`src/hdl/platform_interrupt_controller_defines.svh`:
```
// ----------------------------------------------------------------------------
// Interrupt controller assertion macros
// Shared assertion helpers for the interrupt controller RTL.
// ----------------------------------------------------------------------------
`ifndef PLATFORM_INTERRUPT_CONTROLLER_DEFINES_SVH
`define PLATFORM_INTERRUPT_CONTROLLER_DEFINES_SVH

// implication checked on every clock edge outside reset
`define PIC_ASSERT_IMP(label, clk, rst_n, lhs, rhs) \
    label: assert property (@(posedge clk) disable iff (!rst_n) (lhs) |-> (rhs)) \
        else $error("assertion failed");

// implication whose right side is checked in the next cycle
`define PIC_ASSERT_NEXT(label, clk, rst_n, lhs, rhs) \
    label: assert property (@(posedge clk) disable iff (!rst_n) (lhs) |=> (rhs)) \
        else $error("assertion failed");

`endif

```
`src/hdl/pic_pkg.sv`:
```
// ----------------------------------------------------------------------------
// Interrupt controller package
// Sizes, request codes and payload types of the interrupt controller.
// ----------------------------------------------------------------------------
package pic_pkg;

    localparam int NUM_SOURCES  = 32;
    localparam int NUM_CONTEXTS = 2;
    localparam int PRIO_BITS    = 3;
    localparam int ID_BITS      = 5;

    localparam logic [1:0] REQ_READ  = 2'd0;
    localparam logic [1:0] REQ_WRITE = 2'd1;
    localparam logic [1:0] REQ_IRQ   = 2'd2;

    typedef struct packed {
        logic [1:0]  req_type;
        logic [23:0] addr;
        logic [31:0] wdata;
        logic [4:0]  src_id;
    } pic_req_t;

    typedef struct packed {
        logic [31:0] rdata;
        logic [1:0]  irq_lines;
        logic        bad_access;
    } pic_rsp_t;

    // best candidate travelling along the scan chain
    typedef struct packed {
        logic                 found;
        logic [ID_BITS-1:0]   id;
        logic [PRIO_BITS-1:0] prio;
    } pic_cand_t;

endpackage

```
`src/hdl/pic_cell.sv`:
```
// ----------------------------------------------------------------------------
// Interrupt controller source cell
// Holds priority and pending/in-service bits of one source, merges it into
// the best candidate of each context and hands that to the next cell each
// cycle.
// ----------------------------------------------------------------------------
module pic_cell
(
    input  logic                                  clk,
    input  logic                                  rst_n,
    input  logic                                  prio_we,
    input  logic [pic_pkg::PRIO_BITS-1:0]         prio_wdata,
    input  logic                                  set_pend,
    input  logic                                  claim,
    input  logic                                  complete,
    input  logic [pic_pkg::NUM_CONTEXTS-1:0]      enable,
    input  logic [pic_pkg::NUM_CONTEXTS-1:0][pic_pkg::PRIO_BITS-1:0] threshold,
    input  logic [pic_pkg::ID_BITS-1:0]           my_id,
    input  pic_pkg::pic_cand_t [pic_pkg::NUM_CONTEXTS-1:0] cand_in,
    output pic_pkg::pic_cand_t [pic_pkg::NUM_CONTEXTS-1:0] cand_out,
    output logic [pic_pkg::PRIO_BITS-1:0]         prio,
    output logic                                  pending
);
    import pic_pkg::*;

    logic [PRIO_BITS-1:0] prio_reg;
    logic                 pend_reg;
    logic                 serv_reg;
    pic_cand_t [NUM_CONTEXTS-1:0] cand_reg;
    pic_cand_t [NUM_CONTEXTS-1:0] cand_next;

    always_ff @(posedge clk or negedge rst_n)
    begin
        if (!rst_n)
        begin
            prio_reg <= '0;
            pend_reg <= 1'b0;
            serv_reg <= 1'b0;
            cand_reg <= '0;
        end
        else
        begin
            cand_reg <= cand_next;
            if (prio_we)
                prio_reg <= prio_wdata;
            if (claim)
            begin
                pend_reg <= 1'b0;
                serv_reg <= 1'b1;
            end
            else if (complete)
                serv_reg <= 1'b0;
            else if (set_pend && !serv_reg)
                pend_reg <= 1'b1;
        end
    end

    always_comb
    begin
        for (int c = 0; c < NUM_CONTEXTS; c++)
        begin
            cand_next[c] = cand_in[c];
            if (pend_reg && enable[c] && prio_reg > threshold[c]
                && prio_reg > cand_in[c].prio)
            begin
                cand_next[c].found = 1'b1;
                cand_next[c].id    = my_id;
                cand_next[c].prio  = prio_reg;
            end
        end
    end

    assign cand_out = cand_reg;
    assign prio     = prio_reg;
    assign pending  = pend_reg;

endmodule

```
`src/hdl/platform_interrupt_controller.sv`:
```
// ----------------------------------------------------------------------------
// Platform interrupt controller
//  channel   | signals                  | handshake
//  request   | start, busy, req         | taken when start && !busy
//  response  | rsp_valid, rsp           | one-cycle strobe, no backpressure
// In each pass the best candidate moves one cell per cycle along the row of
// source cells. After the first pass the access commits; the second pass lets
// the new state reach the last cell for the interrupt lines. busy stays high
// from accept through both passes, and the strobe comes in the first cycle
// with busy low, when a new request may already be taken. Reset clears all
// state; the receiver cannot stall.
// ----------------------------------------------------------------------------
`include "platform_interrupt_controller_defines.svh"
module platform_interrupt_controller
(
    input  logic              clk,
    input  logic              rst_n,
    input  logic              start,
    output logic              busy,
    input  pic_pkg::pic_req_t req,
    output logic              rsp_valid,
    output pic_pkg::pic_rsp_t rsp
);
    import pic_pkg::*;

    typedef enum logic [1:0] {S_IDLE, S_SCAN, S_LINES} state_t;

    state_t              state_reg;
    logic [ID_BITS:0]    cnt_reg;
    pic_req_t            req_reg;
    logic                rsp_valid_reg;
    pic_rsp_t            rsp_reg;
    logic [31:0]         rdata_reg;
    logic                bad_reg;

    logic [NUM_CONTEXTS-1:0][NUM_SOURCES-1:0] en_reg;
    logic [NUM_CONTEXTS-1:0][PRIO_BITS-1:0]   thr_reg;

    logic [NUM_SOURCES-1:0]                   prio_we, set_pend, claim_v, compl_v;
    logic [NUM_SOURCES-1:0]                   pend_v;
    logic [NUM_SOURCES-1:0][PRIO_BITS-1:0]    prio_v;
    pic_cand_t [NUM_CONTEXTS-1:0]             chain [NUM_SOURCES+1];
    pic_cand_t [NUM_CONTEXTS-1:0]             best;

    // decoded access
    logic [23:0] a;
    logic        is_wr, is_rd, is_bus;
    logic        dec_prio, dec_pend, dec_en, dec_ctx, dec_bad;
    logic [ID_BITS-1:0] dec_id;
    logic        dec_ctxsel;
    logic        dec_thr, dec_claim;
    logic        cmpl_ok;
    logic [31:0] id_w;

    assign chain[0] = '0;
    assign best     = chain[NUM_SOURCES];

    genvar g;
    generate
        for (g = 0; g < NUM_SOURCES; g++)
        begin : g_cell
            logic [NUM_CONTEXTS-1:0] en_g;
            for (genvar c = 0; c < NUM_CONTEXTS; c++)
            begin : g_en
                assign en_g[c] = en_reg[c][g];
            end
            pic_cell u_cell
            (
                .clk        (clk),
                .rst_n      (rst_n),
                .prio_we    (prio_we[g]),
                .prio_wdata (req_reg.wdata[PRIO_BITS-1:0]),
                .set_pend   (set_pend[g]),
                .claim      (claim_v[g]),
                .complete   (compl_v[g]),
                .enable     (en_g),
                .threshold  (thr_reg),
                .my_id      (ID_BITS'(g)),
                .cand_in    (chain[g]),
                .cand_out   (chain[g+1]),
                .prio       (prio_v[g]),
                .pending    (pend_v[g])
            );
        end
    endgenerate

    always_comb
    begin
        a         = {req_reg.addr[23:2], 2'b00};
        is_wr     = req_reg.req_type == REQ_WRITE;
        is_rd     = req_reg.req_type == REQ_READ;
        is_bus    = is_wr || is_rd;
        dec_prio  = a < 24'h001000;
        dec_pend  = !dec_prio && a < 24'h002000;
        dec_en    = !dec_prio && !dec_pend && a < 24'h200000;
        dec_ctx   = a >= 24'h200000;
        dec_id    = a[ID_BITS+1:2];
        dec_ctxsel = 1'b0;
        dec_bad   = 1'b0;
        if (dec_prio)
            dec_bad = a[11:2] == '0 || a[11:2] >= 10'(NUM_SOURCES);
        else if (dec_pend)
            dec_bad = a[11:2] != '0;
        else if (dec_en)
        begin
            dec_ctxsel = a[7];
            dec_bad = a[20:7] >= 14'(NUM_CONTEXTS + 64) || a[6:2] != '0;
        end
        else
        begin
            dec_ctxsel = a[12];
            dec_bad = a[23:12] >= 12'(512 + NUM_CONTEXTS)
                      || (a[11:0] != 12'h000 && a[11:0] != 12'h004);
        end
        dec_thr   = dec_ctx && !dec_bad && a[11:0] == 12'h000;
        dec_claim = dec_ctx && !dec_bad && a[11:0] == 12'h004;
        id_w      = req_reg.wdata;
        cmpl_ok   = id_w != 32'd0 && id_w < 32'(NUM_SOURCES)
                    && en_reg[dec_ctxsel][id_w[ID_BITS-1:0]];
    end

    // commit at the end of the first pass
    logic commit;
    assign commit = state_reg == S_SCAN && cnt_reg == (ID_BITS+1)'(NUM_SOURCES);

    always_comb
    begin
        for (int i = 0; i < NUM_SOURCES; i++)
        begin
            prio_we[i]  = commit && is_bus && is_wr && dec_prio && !dec_bad
                          && dec_id == ID_BITS'(i);
            set_pend[i] = commit && req_reg.req_type == REQ_IRQ && i != 0
                          && req_reg.src_id == ID_BITS'(i);
            claim_v[i]  = commit && is_rd && dec_claim && best[dec_ctxsel].found
                          && best[dec_ctxsel].id == ID_BITS'(i);
            compl_v[i]  = commit && is_wr && dec_claim && cmpl_ok
                          && id_w[ID_BITS-1:0] == ID_BITS'(i);
        end
    end

    always_ff @(posedge clk or negedge rst_n)
    begin
        if (!rst_n)
        begin
            state_reg     <= S_IDLE;
            cnt_reg       <= '0;
            rsp_valid_reg <= 1'b0;
            en_reg        <= '0;
            thr_reg       <= '0;
            req_reg       <= '0;
            rdata_reg     <= '0;
            bad_reg       <= 1'b0;
            rsp_reg       <= '0;
        end
        else
        begin
            rsp_valid_reg <= 1'b0;
            case (state_reg)
                S_IDLE:
                begin
                    if (start)
                    begin
                        req_reg   <= req;
                        cnt_reg   <= '0;
                        state_reg <= S_SCAN;
                    end
                end
                S_SCAN:
                begin
                    if (commit)
                    begin
                        rdata_reg <= '0;
                        bad_reg   <= is_bus && dec_bad;
                        if (is_bus && !dec_bad)
                        begin
                            if (dec_prio && is_rd)
                                rdata_reg <= 32'(prio_v[dec_id]);
                            else if (dec_pend && is_rd)
                                rdata_reg <= 32'(pend_v & ~NUM_SOURCES'(1));
                            else if (dec_en && is_rd)
                                rdata_reg <= 32'(en_reg[dec_ctxsel]);
                            else if (dec_en && is_wr)
                                en_reg[dec_ctxsel] <= req_reg.wdata[NUM_SOURCES-1:0]
                                                      & ~NUM_SOURCES'(1);
                            else if (dec_thr && is_rd)
                                rdata_reg <= 32'(thr_reg[dec_ctxsel]);
                            else if (dec_thr && is_wr)
                                thr_reg[dec_ctxsel] <= req_reg.wdata[PRIO_BITS-1:0];
                            else if (dec_claim && is_rd)
                                rdata_reg <= best[dec_ctxsel].found
                                             ? 32'(best[dec_ctxsel].id) : 32'd0;
                        end
                        cnt_reg   <= '0;
                        state_reg <= S_LINES;
                    end
                    else
                        cnt_reg <= cnt_reg + 1'b1;
                end
                S_LINES:
                begin
                    if (cnt_reg == (ID_BITS+1)'(NUM_SOURCES))
                    begin
                        rsp_reg.rdata      <= rdata_reg;
                        rsp_reg.bad_access <= bad_reg;
                        for (int c = 0; c < 2; c++)
                            rsp_reg.irq_lines[c] <= c < NUM_CONTEXTS ? best[c].found
                                                                     : 1'b0;
                        rsp_valid_reg <= 1'b1;
                        state_reg     <= S_IDLE;
                    end
                    else
                        cnt_reg <= cnt_reg + 1'b1;
                end
                default:
                    state_reg <= S_IDLE;
            endcase
        end
    end

    assign busy      = state_reg != S_IDLE;
    assign rsp_valid = rsp_valid_reg;
    assign rsp       = rsp_reg;

    `PIC_ASSERT_IMP(a_claim_onehot, clk, rst_n, 1'b1, $onehot0(claim_v))
    `PIC_ASSERT_IMP(a_valid_idle, clk, rst_n, rsp_valid, state_reg == S_IDLE)
    `PIC_ASSERT_NEXT(a_start_busy, clk, rst_n, start && !busy, busy)

endmodule
```
`config.mk`:
```
export PLATFORM = sky130hd
export DESIGN_NAME = platform_interrupt_controller
export DESIGN_NICKNAME = d
export VERILOG_FILES = /design/src/hdl/pic_pkg.sv /design/src/hdl/pic_cell.sv /design/src/hdl/platform_interrupt_controller.sv
export VERILOG_INCLUDE_DIRS = /design/src /design/src/hdl
export SDC_FILE = /design/constraint.sdc
export NUM_CORES = 2
export LEC_CHECK = 0
export BUFFER_PORTS_ARGS = -buffer_cell sky130_fd_sc_hd__buf_2
export CELL_PAD_IN_SITES_DETAIL_PLACEMENT = 0
export CELL_PAD_IN_SITES_GLOBAL_PLACEMENT = 1
export CORE_MARGIN = 10
export CORE_UTILIZATION = 51
export CTS_CLUSTER_DIAMETER = 40
export DETAILED_ROUTE_END_ITERATION = 12
export MAX_ROUTING_LAYER = met4
export PLACE_DENSITY = 0.87
export RECOVER_POWER = 50
export REMOVE_ABC_BUFFERS = 1
export SLEW_MARGIN = 30
export SYNTH_ARGS = -nofsm -noshare
export SYNTH_HDL_FRONTEND = slang
export SYNTH_SLANG_ARGS = --single-unit
```
`constraint.sdc`:
```
create_clock -name clk -period 4.7 [get_ports clk]
set_clock_uncertainty 0.05 [all_clocks]
set_input_delay 0.47 -clock clk [delete_from_list [all_inputs] [get_ports clk]]
set_output_delay 0.47 -clock clk [all_outputs]
set_load 0.01 [all_outputs]
```
=== Word-level counts from Yosys, hierarchy flattened ===
Index checks and enable logic that the tools add are counted.

* Bits in registers: 926
* Input port bits: 66

* Multiplexer cells: 258
* Bitwise operators: 5
* Add/sub/neg operators: 1
* Order comparisons: 135
* Equality and inequality tests: 166
* Reduce and logical (&&, ||, !) cells: 520

{| class="wikitable"
|+ Operators by type and width
! kind !! count
|-
| $mux 9 || 64
|-
| $logic_and 1x1->1 || 373
|-
| $gt 3x3->1 || 122
|-
| $eq 5x5->1 const B || 64
|-
| $mux 32 || 7
|-
| $mux 1 || 164
|-
| $eq 5x4->1 const B || 32
|-
| $reduce_bool 2->1 || 63
|-
| $eq 5x3->1 const B || 16
|-
| $reduce_and 2->1 || 34
|-
| $bwmux 64 || 1
|-
| $ne 2x1->1 const B || 31
|-
| $eq 5x2->1 const B || 8
|-
| $logic_not 1->1 || 34
|-
| $demux 32 s1 || 1
|-
| $lt 32x6->1 const B || 1
|-
| $reduce_bool 32->1 || 1
|-
| $mux 5 || 5
|-
| $ge 24x22->1 const B || 1
|-
| $lt 24x13->1 const B || 1
|-
| $lt 24x14->1 const B || 1
|-
| $lt 24x22->1 const B || 1
|-
| $eq 5x1->1 const B || 4
|-
| $mux 6 || 3
|-
| other kinds (33) || 53
|}

=== Longest topological paths before layout ===
* Word-level depth: 21
* Depth in mapped cells: 10
* Mapped depth without buffers: 9

=== Modules after synthesis ===
From an unflattened synthesis, not the netlist that was laid out.

* Cells, all modules: 3886
* Area total of the unflattened synthesis: 47471.8 µm²

{| class="wikitable"
|+ By module, submodules not included
! module !! area each (µm²) !! seq. area each (µm²) !! instances !! cells an instance
|-
| pic_cell (g_cell[0].u_cell ...) || 1136.1 || 575.6 || 31 || 91
|-
| platform_interrupt_controller || 11081.9 || 5154.9 || 1 || 974
|-
| pic_cell (g_cell[3].u_cell) || 1171.1 || 575.6 || 1 || 91
|}

=== Worst setup path after synthesis ===
OpenSTA, ideal clock, no wires.

* Path type: register -> register
* Start: register req_reg (netlist bit a[8])
* End: register en_reg[2] (netlist bit)
* Path buffers: 2
* Data required time: 4.522 ns
* Library setup time: 0.128 ns
* Path slack: 1.317 ns
* Data arrival time: 3.205 ns
* Cell stages (with the launch flop): 10
* Path through: dfrtp_1 -> or4_1 -> o41ai_1 -> nand3_1 -> or2_1 -> or4_4 -> buf_2 -> nor3_4 -> buf_4 -> mux2_1

* Cells in the longest elaborated chain, start to end: 14
* Elaborated cells on any way between the ends: 39
* Those cells by class: order compare: 7; eq/ne: 1; mux: 9; bitwise: 3; reduce/logical: 19

{| class="wikitable"
|+ Ends and longest elaborated chain
! item !! RTL line !! text
|-
| from (decl) || platform_interrupt_controller.sv:30 || <nowiki>pic_req_t req_reg;</nowiki>
|-
| from (signal assigned) || platform_interrupt_controller.sv:163 || <nowiki>req_reg <= req;</nowiki>
|-
| $lt 24x13->1 || platform_interrupt_controller.sv:93 || <nowiki>dec_prio = a < 24'h001000;</nowiki>
|-
| $logic_not 1->1 || platform_interrupt_controller.sv:94, platform_interrupt_controller.sv:95 ||
|-
| $logic_and 1x1->1 || platform_interrupt_controller.sv:94 || <nowiki>dec_pend = !dec_prio && a < 24'h002000;</nowiki>
|-
| $logic_not 1->1 || platform_interrupt_controller.sv:95 || <nowiki>dec_en = !dec_prio && !dec_pend && a < 24'h200000;</nowiki>
|-
| $logic_and 1x1->1 (2 in series) || platform_interrupt_controller.sv:95 ||
|-
| $mux 1 || platform_interrupt_controller.sv:104 || <nowiki>else if (dec_en)</nowiki>
|-
| $mux 1 || platform_interrupt_controller.sv:102 || <nowiki>else if (dec_pend)</nowiki>
|-
| $mux 1 || platform_interrupt_controller.sv:100 || <nowiki>if (dec_prio)</nowiki>
|-
| $lt 1x2->1 (implied by the code) / $ge 1x1->1 (equally long branches) || platform_interrupt_controller.sv:183 || <nowiki>en_reg[dec_ctxsel] <= req_reg.wdata[NUM_SOURCES-1:0]</nowiki>
|-
| $logic_and 1x1->1 (implied by the code) || platform_interrupt_controller.sv:183 ||
|-
| $mux 32 (implied by the code) || platform_interrupt_controller.sv:183 ||
|-
| $demux 32 s1 || platform_interrupt_controller.sv:183 ||
|-
| $bwmux 64 || platform_interrupt_controller.sv:183 ||
|-
| to (signal, indexed assignment) || platform_interrupt_controller.sv:183 ||
|-
| to (decl) || platform_interrupt_controller.sv:36 || <nowiki>logic [NUM_CONTEXTS-1:0][NUM_SOURCES-1:0] en_reg;</nowiki>
|}

Several ways; a longest one is shown, not always the timed one.
A chain may end at the register's enable or synchronous reset.

=== Final worst setup path ===
* Start: register req_reg (netlist bit a[8])
* End: register en_reg[23] (netlist bit)

Same word-level chain as after synthesis.

==> flow_summary.json <==
{
  "dp_hpwl_um": 79000,
  "largest_reg_flops": 498,
  "layout.nets": 4355,
  "synth_compound_area_share_pct": 9.21,
  "synthXorXnorAreaFrac_pct": 0,
  "cpPeakStageDelay_ns": 0.77,
  "final.period_utilization_pct": 87.8,
  "critPathKind": "flop to flop",
  "ctsResizeCount": 0,
  "synth-seq-area-share_pct": 52.4,
  "synthCells": 3650,
  "synth_ff_type": "dfrtp_1",
  "muxShareOfSynthArea_pct": 10.6,
  "cts-root-buf": "clkbuf_16",
  "violations": "capacitance limit, slew limit",
  "synthAdderAreaFrac_pct": 11.3,
  "area_growth_pct": 17.1,
  "startpoint_type": "flop",
  "rows": 104,
  "synth.distinct_cells": 57,
  "ant_nets": 0,
  "vias_per_cell": 5.67,
  "period_needed_ns": 4.12,
  "die_w_um": 304,
  "die_h_um": 304,
  "crit_slowest_cell": "or4_4",
  "ys.warnings.count": 0,
  "ir_drop_uv": 415,
  "grt_max_degree": 121,
  "leakage_nw": 24.2,
  "synth_edf_count": 0,
  "syn_area_um2": 41200,
  "ys_ff_latch": 862,
  "crit_chain": "or4_1 -> o41ai_1 -> nand3_1 -> or2_1 -> or4_4 -> nor3_4 -> buf_4 -> mux2_1",
  "cp_data_required_time_ns": 5.19,
  "portBuffers": 100,
  "io_pins": 103,
  "status": "finished, violations left",
  "drv_slew": 97,
  "wl_per_cell_um": 21.8,
  "clock_latency_ns": 0.70,
  "hold_viol_final": 0,
  "clockBufferDepth": 3,
  "crit_fanout": 31,
  "tritoncts": "yes",
  "first_iter_violations": 2265,
  "rsz0062_at_grt": "no",
  "fill_cells": 6445,
  "fmax_mhz": 242,
  "endpoint_kind": "flop",
  "gr-total-overflow": 0,
  "dr.pass1.iters": 5,
  "die-area_um2": 92500,
  "synthArstFlopShare_pct": 100,
  "post_dp_cell_area_um2": 43400,
  "worstPathArrival_ns": 4.62,
  "slew_headroom_pct": -131,
  "drc": 0,
  "track_usage_pct": 24.5,
  "numCtsBuffers": 117,
  "grt_pass1_wl_um": 173000,
  "htreeDepth": 3,
  "syn_area_per_cell_um2": 11.3,
  "gp_congestion": 0.980,
  "power_density_nw_per_um2": 415,
  "multi_input_area_um2": 18200,
  "cts.sinks": 862,
  "yosys.area_share.simple_pct": 12.8,
  "maxCapViolCount": 2,
  "fin_tns_setup_ns": 0,
  "initial_utilization_pct": 51.3,
  "final-setup-viol-count": 0,
  "vias": 28800,
  "core-area_um2": 80300,
  "grt_pass1_vias": 29500,
  "worst_pin_slew_ns": 3.46,
  "seq_area_um2": 21600,
  "stdcell_area_um2": 48200,
  "synth_top_family_by_area": "simple AND/OR/NAND/NOR gates",
  "layout-drive-gt1-share_pct": 22.2,
  "antenna_found_initial": 2,
  "hold_path.class": "input port to flop",
  "clkTransAtPathRegs_ns": 0.06,
  "routed_wl_um": 111000
}
routing by layer:
layer  part of all wire [%]  vias to the layer above  track usage, %
li1                       -                    13300               -
met4                    4.6                        0            10.5
met1                     42                    14200            31.0
met3                    6.6                      277            4.40
met2                     47                      932            38.3
met5                      0                        -               -
area by class of cell:
class | instances | area share [%]
antenna | 1 | 0.00519
clock buffer | 145 | 6.72
clock inverter | 76 | 1.94
inverter | 294 | 2.29
multi-input combinational | 2390 | 37.8
sequential | 862 | 44.8
tap | 1060 | 2.75
timing repair buffer | 253 | 3.76
cells in the final DEF, fill, tap and decap left out, types with 10 or more instances in the layout:
master / netlist / routed
ha_1: 371 / 371
mux4_2: 25 / 25
mux2_1: 32 / 32
a21o_1: 124 / 124
nor2b_1: 114 / 113
clkinvlp_4: 0 / 10
bufinv_16: 0 / 12
inv_6: 0 / 19
nand3_1: 151 / 151
a21oi_1: 228 / 228
clkbuf_1: 82 / 53
nor2_1: 78 / 77
dfrtp_1: 862 / 860
mux2_2: 256 / 256
nand4_1: 69 / 69
and3_1: 10 / 10
o21ai_0: 205 / 206
buf_4: 3 / 80
inv_1: 294 / 291
o31ai_1: 34 / 34
nand2b_1: 12 / 12
clkbuf_16: 0 / 119
mux2i_1: 55 / 55
nand2_1: 228 / 226
nor3_2: 1 / 20
dlygate4sd3_1: 0 / 57
clkinv_2: 0 / 12
nor3_1: 72 / 52
nor4_1: 15 / 15
inv_8: 0 / 12
or2_2: 215 / 215
clkbuf_8: 0 / 16
a31oi_1: 10 / 10
buf_2: 7 / 63
stage by stage:
step / worst slack (ns) / power [mW] / std cells / util, % / hold slack, ns
after floorplan: 0.0889 / 9.40 / 3546 / - / 0.124
after global placement: 0.798 / 10.7 / 4801 / 54.0 / 0.311
after detailed placement: 0.720 / 10.7 / 4802 / 54.1 / 0.317
after CTS: 0.676 / 20.0 / 5080 / 60.0 / 0.0136
after global routing: 0.239 / 20.6 / 5081 / 60.0 / 0.0376
final: 0.575 / 20.0 / 5081 / 60.0 / 0.0442
cell usage after synthesis (15+ instances only):
library cell	count	area, µm²
nor2b_1	114	713
nor2_1	78	293
nand3_1	151	756
inv_1	294	1100
o31ai_1	34	255
a21o_1	124	931
dfrtp_1	862	21600
nor3_1	72	360
nor4_1	15	93.8
or2_2	215	1350
a21oi_1	228	1140
mux2i_1	55	551
ha_1	371	4640
nand2_1	228	856
mux4_2	25	563
o21ai_0	205	1030
mux2_1	32	360
nand4_1	69	432
clkbuf_1	82	308
mux2_2	256	2880
final timing paths:
kind	from	end	slack, ns	cells after the start
worst max-delay path	a[8]	en_reg[23]	0.58	8
worst min-delay path	start	state_reg[0]	0.04	3
worst max register to register	a[8]	en_reg[23]	0.58	8
worst min register to register	g_cell[0].u_cell.prio[2]	g_cell[0].u_cell.prio[2]	0.33	0
max in group asynchronous	rst_n	g_cell[23].u_cell.cand_out[0]	0.89	4
min in group asynchronous	rst_n	g_cell[20].u_cell.cand_out[5]	1.48	2
kinds of logic (layout without fill, tap and decap cells):
logic type / count (synthesis) / count (layout)
buffers and inverters: 398 / 768
multiplexers: 368 / 368
flip-flops: 862 / 862
AO/OA/AOI/OAI: 648 / 648
adder cells (fa/ha/maj): 371 / 371
other: 0 / 1
AND/OR/NAND/NOR: 1003 / 1003
timing repair:
item	in CTS	in global routing
endpoints found under the hold margin	104	0
buffers inserted	0	0
hold buffers	57	0
worst max-delay path, delay by kind of cell (launching register included):
| kind | cells | cell delay [ns] |
|---|---|---|
| AND/OR/NAND/NOR | 5 | 2.43 |
| flip-flops | 1 | 0.36 |
| multiplexers | 1 | 0.36 |
| AO/OA/AOI/OAI | 1 | 0.41 |
| buffers and inverters | 1 | 0.33 |
report_power, final:
| part | leakage, nW | internal, mW | switching (mW) |
|---|---|---|---|
| Sequential | 11.9 | 7.70 | 0.539 |
| Combinational | 10.3 | 0.830 | 1.67 |
| Clock | 2.03 | 5.65 | 3.62 |
| Total | 24.2 | 14.2 | 5.82 |
Note: power is estimated with default switching activity, not from simulation.
